**src/rtl/afsp_pkg.sv**
```systemverilog
// Package for the adaptive frame-skip pacer.
// Holds the shared types, register indexes, command codes and timing constants.
// No dependencies.
`default_nettype none

package afsp_pkg;

    localparam int TICK_RATE       = 128;
    localparam int SECONDS_PER_DAY = 86400;
    localparam int DAY_TICKS_INT   = TICK_RATE * SECONDS_PER_DAY;
    localparam logic [31:0] DAY_TICKS = 32'(DAY_TICKS_INT);

    // Width of an elapsed-tick count below one day, and of the wanted product.
    localparam int ELAPSED_W = $clog2(DAY_TICKS_INT);
    localparam int WANTED_W  = 8 + ELAPSED_W;

    localparam int CFG_INDEX_W = 2;
    localparam int CFG_DATA_W  = 8;

    localparam logic [CFG_INDEX_W-1:0] REG_TARGET_RATE   = 2'd0;
    localparam logic [CFG_INDEX_W-1:0] REG_SKIP_LIMIT    = 2'd1;
    localparam logic [CFG_INDEX_W-1:0] REG_WINDOW_LENGTH = 2'd2;

    localparam logic [7:0] RESET_TARGET_RATE   = 8'd60;
    localparam logic [5:0] RESET_SKIP_LIMIT    = 6'd9;
    localparam logic [6:0] RESET_WINDOW_LENGTH = 7'd30;

    localparam logic CMD_FRAME   = 1'b0;
    localparam logic CMD_RESTART = 1'b1;

    typedef struct packed {
        logic [7:0] target_rate;
        logic [5:0] skip_limit;
        logic [6:0] window_length;
    } cfg_t;

    typedef struct packed {
        logic        cmd;
        logic [31:0] now_ticks;
    } item_t;

    typedef struct packed {
        logic       render;
        logic [5:0] skip_level;
    } result_t;

endpackage

`default_nettype wire

```
**src/rtl/afsp_cfg_regs.sv**
```systemverilog
// Configuration registers of the frame-skip pacer.
// Depends on afsp_pkg for register indexes and reset values.
`default_nettype none

module afsp_cfg_regs (
    input  wire logic                            clk,
    input  wire logic                            rst_n,
    input  wire logic                            cfg_valid,
    output logic                                 cfg_ready,
    input  wire logic [afsp_pkg::CFG_INDEX_W-1:0] cfg_index,
    input  wire logic [afsp_pkg::CFG_DATA_W-1:0]  cfg_data,
    output afsp_pkg::cfg_t                       cfg
);
    import afsp_pkg::*;

    cfg_t cfg_reg;
    cfg_t cfg_next;

    assign cfg_ready = 1'b1;
    assign cfg       = cfg_reg;

    always_comb
    begin
        cfg_next = cfg_reg;
        if (cfg_valid)
        begin
            unique case (cfg_index)
                REG_TARGET_RATE:   cfg_next.target_rate   = cfg_data[7:0];
                REG_SKIP_LIMIT:    cfg_next.skip_limit    = cfg_data[5:0];
                REG_WINDOW_LENGTH: cfg_next.window_length = cfg_data[6:0];
                default:           cfg_next = cfg_reg;
            endcase
        end
    end

    always_ff @(posedge clk or negedge rst_n)
    begin
        if (!rst_n)
        begin
            cfg_reg.target_rate   <= RESET_TARGET_RATE;
            cfg_reg.skip_limit    <= RESET_SKIP_LIMIT;
            cfg_reg.window_length <= RESET_WINDOW_LENGTH;
        end
        else
        begin
            cfg_reg <= cfg_next;
        end
    end

endmodule

`default_nettype wire

```
**src/rtl/afsp_in_reg.sv**
```systemverilog
// Input register of the frame-skip pacer: holds one accepted item.
// Depends on afsp_pkg for the item type.
`default_nettype none

module afsp_in_reg (
    input  wire logic            clk,
    input  wire logic            rst_n,
    input  wire logic            in_valid,
    output logic                 in_ready,
    input  wire afsp_pkg::item_t in_item,
    output logic                 item_valid,
    output afsp_pkg::item_t      item,
    input  wire logic            item_take
);
    import afsp_pkg::*;

    logic  valid_reg;
    logic  valid_next;
    item_t item_reg;
    logic  accept;

    assign in_ready   = !valid_reg || item_take;
    assign accept     = in_valid && in_ready;
    assign item_valid = valid_reg;
    assign item       = item_reg;

    always_comb
    begin
        valid_next = valid_reg;
        if (accept)
        begin
            valid_next = 1'b1;
        end
        else if (item_take)
        begin
            valid_next = 1'b0;
        end
    end

    always_ff @(posedge clk or negedge rst_n)
    begin
        if (!rst_n)
        begin
            valid_reg <= 1'b0;
        end
        else
        begin
            valid_reg <= valid_next;
        end
    end

    always_ff @(posedge clk)
    begin
        if (accept)
        begin
            item_reg <= in_item;
        end
    end

endmodule

`default_nettype wire

```
**src/rtl/afsp_core.sv**
```systemverilog
// Pacing state and single-pass update of the frame-skip pacer.
// Depends on afsp_pkg for types, command codes and tick constants.
`default_nettype none

module afsp_core (
    input  wire logic            clk,
    input  wire logic            rst_n,
    input  wire afsp_pkg::cfg_t  cfg,
    input  wire logic            item_valid,
    input  wire afsp_pkg::item_t item,
    output logic                 item_take,
    input  wire logic            out_free,
    output logic                 res_valid,
    output afsp_pkg::result_t    res
);
    import afsp_pkg::*;

    logic [5:0]  skip_now_reg,          skip_now_next;
    logic [5:0]  frames_since_draw_reg, frames_since_draw_next;
    logic [6:0]  window_count_reg,      window_count_next;
    logic [31:0] window_start_reg,      window_start_next;

    logic [7:0]           count_inc;
    logic                 close;
    logic [31:0]          diff;
    logic [ELAPSED_W-1:0] elapsed;
    logic [WANTED_W-1:0]  achieved;
    logic [WANTED_W-1:0]  wanted;
    logic [6:0]           skip_step;
    logic [5:0]           skip_sat;
    logic [5:0]           skip_new;
    logic                 render;
    logic                 is_restart;

    assign is_restart = (item.cmd == CMD_RESTART);
    // A restart needs no output slot, so it never waits on the receiver.
    assign item_take  = item_valid && (is_restart || out_free);
    assign res_valid  = item_take && !is_restart;

    assign count_inc = {1'b0, window_count_reg} + 8'd1;
    assign close     = count_inc >= {1'b0, cfg.window_length};
    assign diff      = item.now_ticks - window_start_reg;
    // A gap of a day or more is treated as no time elapsed.
    assign elapsed   = (diff < DAY_TICKS) ? diff[ELAPSED_W-1:0] : '0;
    assign achieved  = WANTED_W'(count_inc[6:0]) * WANTED_W'(TICK_RATE);
    assign wanted    = WANTED_W'(cfg.target_rate) * WANTED_W'(elapsed);

    always_comb
    begin
        if (achieved < wanted)
        begin
            skip_step = {1'b0, skip_now_reg} + 7'd1;
        end
        else if (skip_now_reg == 6'd0)
        begin
            skip_step = 7'd0;
        end
        else
        begin
            skip_step = {1'b0, skip_now_reg} - 7'd1;
        end
        if (skip_step > {1'b0, cfg.skip_limit})
        begin
            skip_sat = cfg.skip_limit;
        end
        else
        begin
            skip_sat = skip_step[5:0];
        end
    end

    assign skip_new = (close && (elapsed != '0)) ? skip_sat : skip_now_reg;
    assign render   = frames_since_draw_reg >= skip_new;

    assign res.render     = render;
    assign res.skip_level = skip_new;

    always_comb
    begin
        skip_now_next          = skip_now_reg;
        frames_since_draw_next = frames_since_draw_reg;
        window_count_next      = window_count_reg;
        window_start_next      = window_start_reg;
        if (item_take)
        begin
            if (is_restart)
            begin
                skip_now_next          = 6'd0;
                frames_since_draw_next = 6'd0;
                window_count_next      = 7'd0;
                window_start_next      = item.now_ticks;
            end
            else
            begin
                skip_now_next          = skip_new;
                frames_since_draw_next = render ? 6'd0 : frames_since_draw_reg + 6'd1;
                window_count_next      = close ? 7'd0 : count_inc[6:0];
                window_start_next      = close ? item.now_ticks : window_start_reg;
            end
        end
    end

    always_ff @(posedge clk or negedge rst_n)
    begin
        if (!rst_n)
        begin
            skip_now_reg          <= 6'd0;
            frames_since_draw_reg <= 6'd0;
            window_count_reg      <= 7'd0;
            window_start_reg      <= 32'd0;
        end
        else
        begin
            skip_now_reg          <= skip_now_next;
            frames_since_draw_reg <= frames_since_draw_next;
            window_count_reg      <= window_count_next;
            window_start_reg      <= window_start_next;
        end
    end

endmodule

`default_nettype wire

```
**src/rtl/afsp_out_reg.sv**
```systemverilog
// Result register of the frame-skip pacer, decoupling the core from the receiver.
// Depends on afsp_pkg for the result type.
`default_nettype none

module afsp_out_reg (
    input  wire logic              clk,
    input  wire logic              rst_n,
    input  wire logic              res_valid,
    input  wire afsp_pkg::result_t res,
    output logic                   out_free,
    output logic                   out_valid,
    input  wire logic              out_ready,
    output afsp_pkg::result_t      out_res
);
    import afsp_pkg::*;

    logic    valid_reg;
    logic    valid_next;
    result_t res_reg;

    assign out_free  = !valid_reg || out_ready;
    assign out_valid = valid_reg;
    assign out_res   = res_reg;

    always_comb
    begin
        valid_next = valid_reg;
        if (res_valid)
        begin
            valid_next = 1'b1;
        end
        else if (out_ready)
        begin
            valid_next = 1'b0;
        end
    end

    always_ff @(posedge clk or negedge rst_n)
    begin
        if (!rst_n)
        begin
            valid_reg <= 1'b0;
        end
        else
        begin
            valid_reg <= valid_next;
        end
    end

    always_ff @(posedge clk)
    begin
        if (res_valid)
        begin
            res_reg <= res;
        end
    end

endmodule

`default_nettype wire

```
**src/rtl/adaptive_frame_skip_pacer_top.sv**
```systemverilog
// Adaptive frame-skip pacer, top level.
// Depends on afsp_pkg, afsp_cfg_regs, afsp_in_reg, afsp_core and afsp_out_reg.
//
// Usage:
//   The input stream carries one transaction per frame event or restart:
//   s_tuser is the command (frame or restart), s_tdata the current tick count.
//   Each frame event yields one output transaction telling whether to draw the
//   frame and the skip level after its update; a restart clears the pacing
//   state, latches the tick count and yields nothing.
//   The configuration channel writes target_rate (index 0), skip_limit (1)
//   and window_length (2); it is always ready. Write only while idle.
// Timing:
//   An accepted item is held in the input register; the skip update, with its
//   8 x 24 bit multiply and compare, is combinational on that register, and the
//   result is loaded into the output register when the item is taken. One item
//   is accepted every cycle while the output register is free to take it.
// Reset and stalls:
//   Reset clears the pacing state and loads the default register values.
//   While m_tready is low with a result held, one more frame waits in the
//   input register and then s_tready drops; until then restarts still pass.
`default_nettype none

module adaptive_frame_skip_pacer_top (
    input  wire logic                             clk,
    input  wire logic                             rst_n,
    input  wire logic                             s_tvalid,
    output logic                                  s_tready,
    input  wire logic [31:0]                      s_tdata,   // [31:0] now_ticks
    input  wire logic [0:0]                       s_tuser,   // [0] cmd
    output logic                                  m_tvalid,
    input  wire logic                             m_tready,
    output logic [7:0]                            m_tdata,   // [0] render, [6:1] skip_level
    input  wire logic                             cfg_valid,
    output logic                                  cfg_ready,
    input  wire logic [afsp_pkg::CFG_INDEX_W-1:0] cfg_index,
    input  wire logic [afsp_pkg::CFG_DATA_W-1:0]  cfg_data
);
    import afsp_pkg::*;

    cfg_t    cfg;
    item_t   in_item;
    item_t   item;
    logic    item_valid;
    logic    item_take;
    logic    out_free;
    logic    res_valid;
    result_t res;
    result_t out_res;

    assign in_item.cmd       = s_tuser[0];
    assign in_item.now_ticks = s_tdata;
    assign m_tdata           = {1'b0, out_res.skip_level, out_res.render};

    afsp_cfg_regs u_cfg (
        .clk       (clk),
        .rst_n     (rst_n),
        .cfg_valid (cfg_valid),
        .cfg_ready (cfg_ready),
        .cfg_index (cfg_index),
        .cfg_data  (cfg_data),
        .cfg       (cfg)
    );

    afsp_in_reg u_in (
        .clk        (clk),
        .rst_n      (rst_n),
        .in_valid   (s_tvalid),
        .in_ready   (s_tready),
        .in_item    (in_item),
        .item_valid (item_valid),
        .item       (item),
        .item_take  (item_take)
    );

    afsp_core u_core (
        .clk        (clk),
        .rst_n      (rst_n),
        .cfg        (cfg),
        .item_valid (item_valid),
        .item       (item),
        .item_take  (item_take),
        .out_free   (out_free),
        .res_valid  (res_valid),
        .res        (res)
    );

    afsp_out_reg u_out (
        .clk       (clk),
        .rst_n     (rst_n),
        .res_valid (res_valid),
        .res       (res),
        .out_free  (out_free),
        .out_valid (m_tvalid),
        .out_ready (m_tready),
        .out_res   (out_res)
    );

endmodule

`default_nettype wire
```
**config.mk**
```make
export PLATFORM = sky130hd
export DESIGN_NAME = adaptive_frame_skip_pacer_top
export DESIGN_NICKNAME = d
export VERILOG_FILES = /design/src/rtl/afsp_pkg.sv /design/src/rtl/afsp_cfg_regs.sv /design/src/rtl/afsp_in_reg.sv /design/src/rtl/afsp_core.sv /design/src/rtl/afsp_out_reg.sv /design/src/rtl/adaptive_frame_skip_pacer_top.sv
export SDC_FILE = /design/constraint.sdc
export NUM_CORES = 1
export LEC_CHECK = 0
export BUFFER_PORTS_ARGS = -buffer_cell sky130_fd_sc_hd__buf_2
export CAP_MARGIN = 10
export CORE_ASPECT_RATIO = 2
export CORE_MARGIN = 4
export CORE_UTILIZATION = 60
export DETAILED_ROUTE_END_ITERATION = 12
export HOLD_SLACK_MARGIN = 0.05
export PLACE_DENSITY = 0.87
export RECOVER_POWER = 50
export SYNTH_ARGS = -nofsm -noshare
export SYNTH_HDL_FRONTEND = slang
export SYNTH_SLANG_ARGS = --single-unit
```
**constraint.sdc**
```tcl
create_clock -name clk -period 33.1 [get_ports clk]
set_input_delay 6.62 -clock clk [delete_from_list [all_inputs] [get_ports clk]]
set_output_delay 6.62 -clock clk [all_outputs]
set_load 0.01 [all_outputs]
```
# --- Word level (Yosys, flattened, before mapping) ---
# Index checks and enable logic that the tools add are counted.
# W data, S select, Z words.
word_totals:
  output_inout_bits: 11
  wordCells: 62
  ff_bits: 114
  in_bits: 48
op_classes:
  n_mux: 16
  n_mul: 1
  n_reduce_logical: 20
  add_sub_neg: 5
  n_eq_ne: 2
  magnitude_cmp: 5
ops:
  columns: ["cell", "count"]
  rows:
  - ["$mux W32", 2]
  - ["$lt A14 B32 Y1", 1]
  - ["$lt A32 B24 Y1 const B", 1]
  - ["$mul A8 B24 Y32", 1]
  - ["$sub A32 B32 Y32", 1]
  - ["$mux W6", 5]
  - ["$mux W7", 4]
  - ["$mux W24", 1]
  - ["$reduce_bool A24 Y1", 1]
  - ["$add A7 B1 Y8 const B", 1]
  - ["$ge A8 B7 Y1", 1]
  - ["$reduce_and A2 Y1", 4]
  - ["$add A6 B1 Y7 const B", 1]
  - ["$gt A7 B6 Y1", 1]
  - ["$sub A6 B1 Y7 const B", 1]
  - ["$add A6 B1 Y6 const B", 1]
  - ["$ge A6 B6 Y1", 1]
  - ["$logic_not A6 Y1", 1]
  - ["$reduce_bool A2 Y1", 3]
  - ["$logic_and A1 B1 Y1", 4]
  - ["$mux W1", 4]
  - ["$logic_not A1 Y1", 3]
  - ["$logic_or A1 B1 Y1", 3]
  - ["$eq A2 B1 Y1 const B", 1]
  - ["other kinds (2)", 2]

# --- Logic depth before layout (Yosys ltp) ---
depth:
  word_depth: 12
  depth_mapped: 64
  ltp_nobuf: 63

# --- Hierarchy ---
# A second synthesis with hierarchy kept.
unflattened:
  cells_unflattened: 1642
  hier_area_um2: 14058.5
by_module_without_submodules:
  columns: ["mod", "instances", "seq_area_each_um2", "area_per_inst_um2", "cells_each"]
  rows:
  - ["afsp_core", 1, 1276.2, 11925.2, 1546]
  - ["afsp_in_reg", 1, 1016.0, 1044.8, 37]
  - ["afsp_cfg_regs", 1, 538.0, 819.5, 47]
  - ["afsp_out_reg", 1, 235.2, 257.7, 10]
  - ["adaptive_frame_skip_pacer_top", 1, 0.0, 11.3, 2]

# --- Least setup slack after synthesis ---
# Ideal clock, no wire load.
synth_path:
  path_type: "input-to-output"
  startpoint: "input m_tready"
  endpoint: "output s_tready"
  slack_ns: 19.526
  stages: 3
  arrival_ns: 6.954
  n_path_buf: 0
  t_required_ns: 26.480
  path_cell_list: "nand2b_1 > nor2_1 > nand2_1"
synth_between:
  elab_chain_cells: 4
synth_rtl:
  columns: ["item", "line", "text"]
  rows:
  - ["start, declared", "adaptive_frame_skip_pacer_top.sv:31", "input wire logic m_tready,"]
  - ["$logic_or A1 B1 Y1", "afsp_out_reg.sv:21", "assign out_free = !valid_reg || out_ready;"]
  - ["$logic_or A1 B1 Y1", "afsp_core.sv:37", "assign item_take = item_valid && (is_restart || out_free);"]
  - ["$logic_and A1 B1 Y1", "afsp_core.sv:37", null]
  - ["$logic_or A1 B1 Y1", "afsp_in_reg.sv:22", "assign in_ready = !valid_reg || item_take;"]
  - ["end, declared", "adaptive_frame_skip_pacer_top.sv:27", "output logic s_tready,"]
# Every way passes these cells.

==> metrics <==
Final Hold Viols=0; most common cell after layout, fill and taps aside=inv_1; commonest cells after routing, fill and taps aside=inv_1 (251), nand2_1 (212), fa_1 (133); internal power=407 uW; Fillers=1882; die area=26600 sq um; clock sinks=114; width of the die=117 um; Hold Crit Start=u_core.window_start_reg[13]; worst slack, placed=18.64 ns; CTS tree=built; gr ovfl total=0; row cnt=79; initial core utilization=61.3%; NumNets Final=2016; P_sw=304 uW; area of the core=23400 sq um; f_max=67.1 MHz; Ports=59; total number of vias=12900; Synth Flop Type=dfrtp_1; critical path endpoint category=register; post-synthesis register bit count=114; post-synthesis sequential area ratio=21.3%; outcome=complete, but fails checks; setup slack after layout=18.20 ns; vias in the first global route=13700; CP required=33.42 ns; Max Cap Viol=1; multi-input logic area=10100 sq um; Inserted Clock Buffers=17; Critical Path Source Type=register; Tot Pwr=711 uW; PostCTS Resize Cnt=0; Layout Area Growth over Synthesis=7.72%; Slew Viols, Final=75; Slew @ Worst Pin=4.09 ns; Clock Root Buffer=clkbuf_16; Clk pin slew, worst setup/hold paths=0.06 ns; CP most frequent cell=inv_1; Max FO, Critical Path=73; Logic pwr share=46.7%; asr flop ratio synth=64.9%; CTS Hold Bufs=0; syn nets=1992; CP max-delay cell=a2111oi_2; Routed WL=41700 um; first-pass GRT wire length=68000 um; Seq pwr share=26.5%; HPWL after DPL=33200 um; crit-path max cell delay=0.70 ns; P per Cell Area=45.9 nW/um^2; fin cells=2020; Final setup viols=0; H-tree depth=4; Leak=0.00759 uW; PortBufs=56; Reg2Reg Depth=54; WL per Instance=20.6 um; RSZ-0062 raised after global routing=no; vias per inst=6.37; Final period util=45.0%; R2R setup slack=18.20 ns; Worst Path Buf+Inv=7; Routed Antenna Nets=0; Worst Skew=0.0130 ns; Syn Inst Count=1700; terminus of the critical flop-to-flop path=u_core.frames_since_draw_reg[2]; placed insts=1988; Netlist cell types=80; layout cells sized above 1=10.7%; Die Span Y=227 um; worst r2r src=u_in.item[2]; largest net degree at the start of global routing=75; worst skew pair latency=0.43 ns; Mapped Area=14400 sq um; Hold Path Class=register to register; Clock Power Share=26.8%; initial antenna violation count=0; syn_area_per_cell=8.45 sq um; max reg flops=33; postcts setup bufs=0; setup TNS=0 ns; worst path arrival time=15.21 ns; hold endpoint=u_core.window_start_reg[13]; first-pass iteration count of the detailed router=5; Total Routing Usage GR=32.3%; yosys warns=0; FF+latch area=3070 sq um; Crit path max-delay family=compound AO/OA/AOI/OAI gates; Post-synth EDFFs=40; CTS Buffer Depth=2; Hold Path Stages=1; fraction of power spent switching nets=42.8%; RePlAce Congestion=1.00; Worst Setup Path Type=register to register; failing checks=max-capacitance violations, max-slew violations; n_diodes=0; Tmin final=14.90 ns; initial DRC count=948; DRC Markers=0; worst rel slew slack=-173%; peak supply drop=64.3 uV
-- cells in the mapped netlist, types with 28 or more instances --
cell type | instances | area share [%]
a21oi_1 | 80 | 2.8
nor2_1 | 111 | 2.9
nand3_1 | 37 | 1.3
inv_1 | 251 | 6.6
and3_1 | 62 | 2.7
fa_1 | 133 | 19
mux2_2 | 49 | 3.8
nor3_1 | 44 | 1.5
dfrtp_1 | 64 | 11
nand2_1 | 212 | 5.5
clkbuf_1 | 54 | 1.4
edfxtp_1 | 40 | 8.4
ha_1 | 111 | 9.7
and2_1 | 28 | 1.2
o21ai_0 | 74 | 2.6
-- routing by layer --
layer  share of wire [%]  routed length (um)  track usage, %  up-vias
met3                 5.6                2320            4.49      288
met4                  11                4430            29.7        0
li1                    -                   -               -     5808
met1                  32               13200            30.6     6123
met5                   0                   0               0        -
met2                  52               21800            59.6      650
-- how the worst max path moves through the flow --
| stage | depth (start not counted) | end | from |
|---|---|---|---|
| after floorplan | 3 | s_tready | m_tready |
| after global placement | 54 | u_core.frames_since_draw_reg[2] | u_in.item[2] |
| after detailed placement | 54 | u_core.frames_since_draw_reg[2] | u_in.item[2] |
| after CTS | 54 | u_core.frames_since_draw_reg[2] | u_in.item[2] |
| after global routing | 53 | u_core.frames_since_draw_reg[2] | u_in.item[14] |
| final | 54 | u_core.frames_since_draw_reg[2] | u_in.item[2] |
-- power groups by stage --
stage	combinational, uW	sequential, uW	clock (uW)
5_1_grt	360	190	199
6_report	332	188	191
3_5_place_dp	321	189	0
3_3_place_gp	313	187	0
4_1_cts	323	187	193
2_1_floorplan	231	178	0
-- per-stage QoR --
stage          instance area [sq um]  hold WS, ns  utilization, %
4_1_cts                        15500        0.498            66.1
2_1_floorplan                  14400        0.454               -
6_report                       15500        0.500            66.1
5_1_grt                        15500        0.518            66.1
3_5_place_dp                   14900        0.485            63.4
3_3_place_gp                   14900        0.472            63.4
-- kinds of logic (layout without fill, tap and decap cells) --
family,Yosys count,count (layout),synth area share [%]
xor+xnor,45,45,2.74
buf+inv,316,353,8.39
compound gates,315,315,14.3
fa+ha+maj,244,244,28.2
flops,114,114,21.3
mux,54,54,4.19
simple gates,610,610,20.8
other cells,2,2,0.0523
-- area by class of cell --
type                    instances  area share, %
repair buffers                 69           2.40
clock inverters                10          0.566
clock buffers                  22           3.48
well taps                     283           2.29
inverters                     252           6.11
flip-flops and latches        114           19.8
multi-input cells            1270           65.3
(Power assumes the default switching activity.)
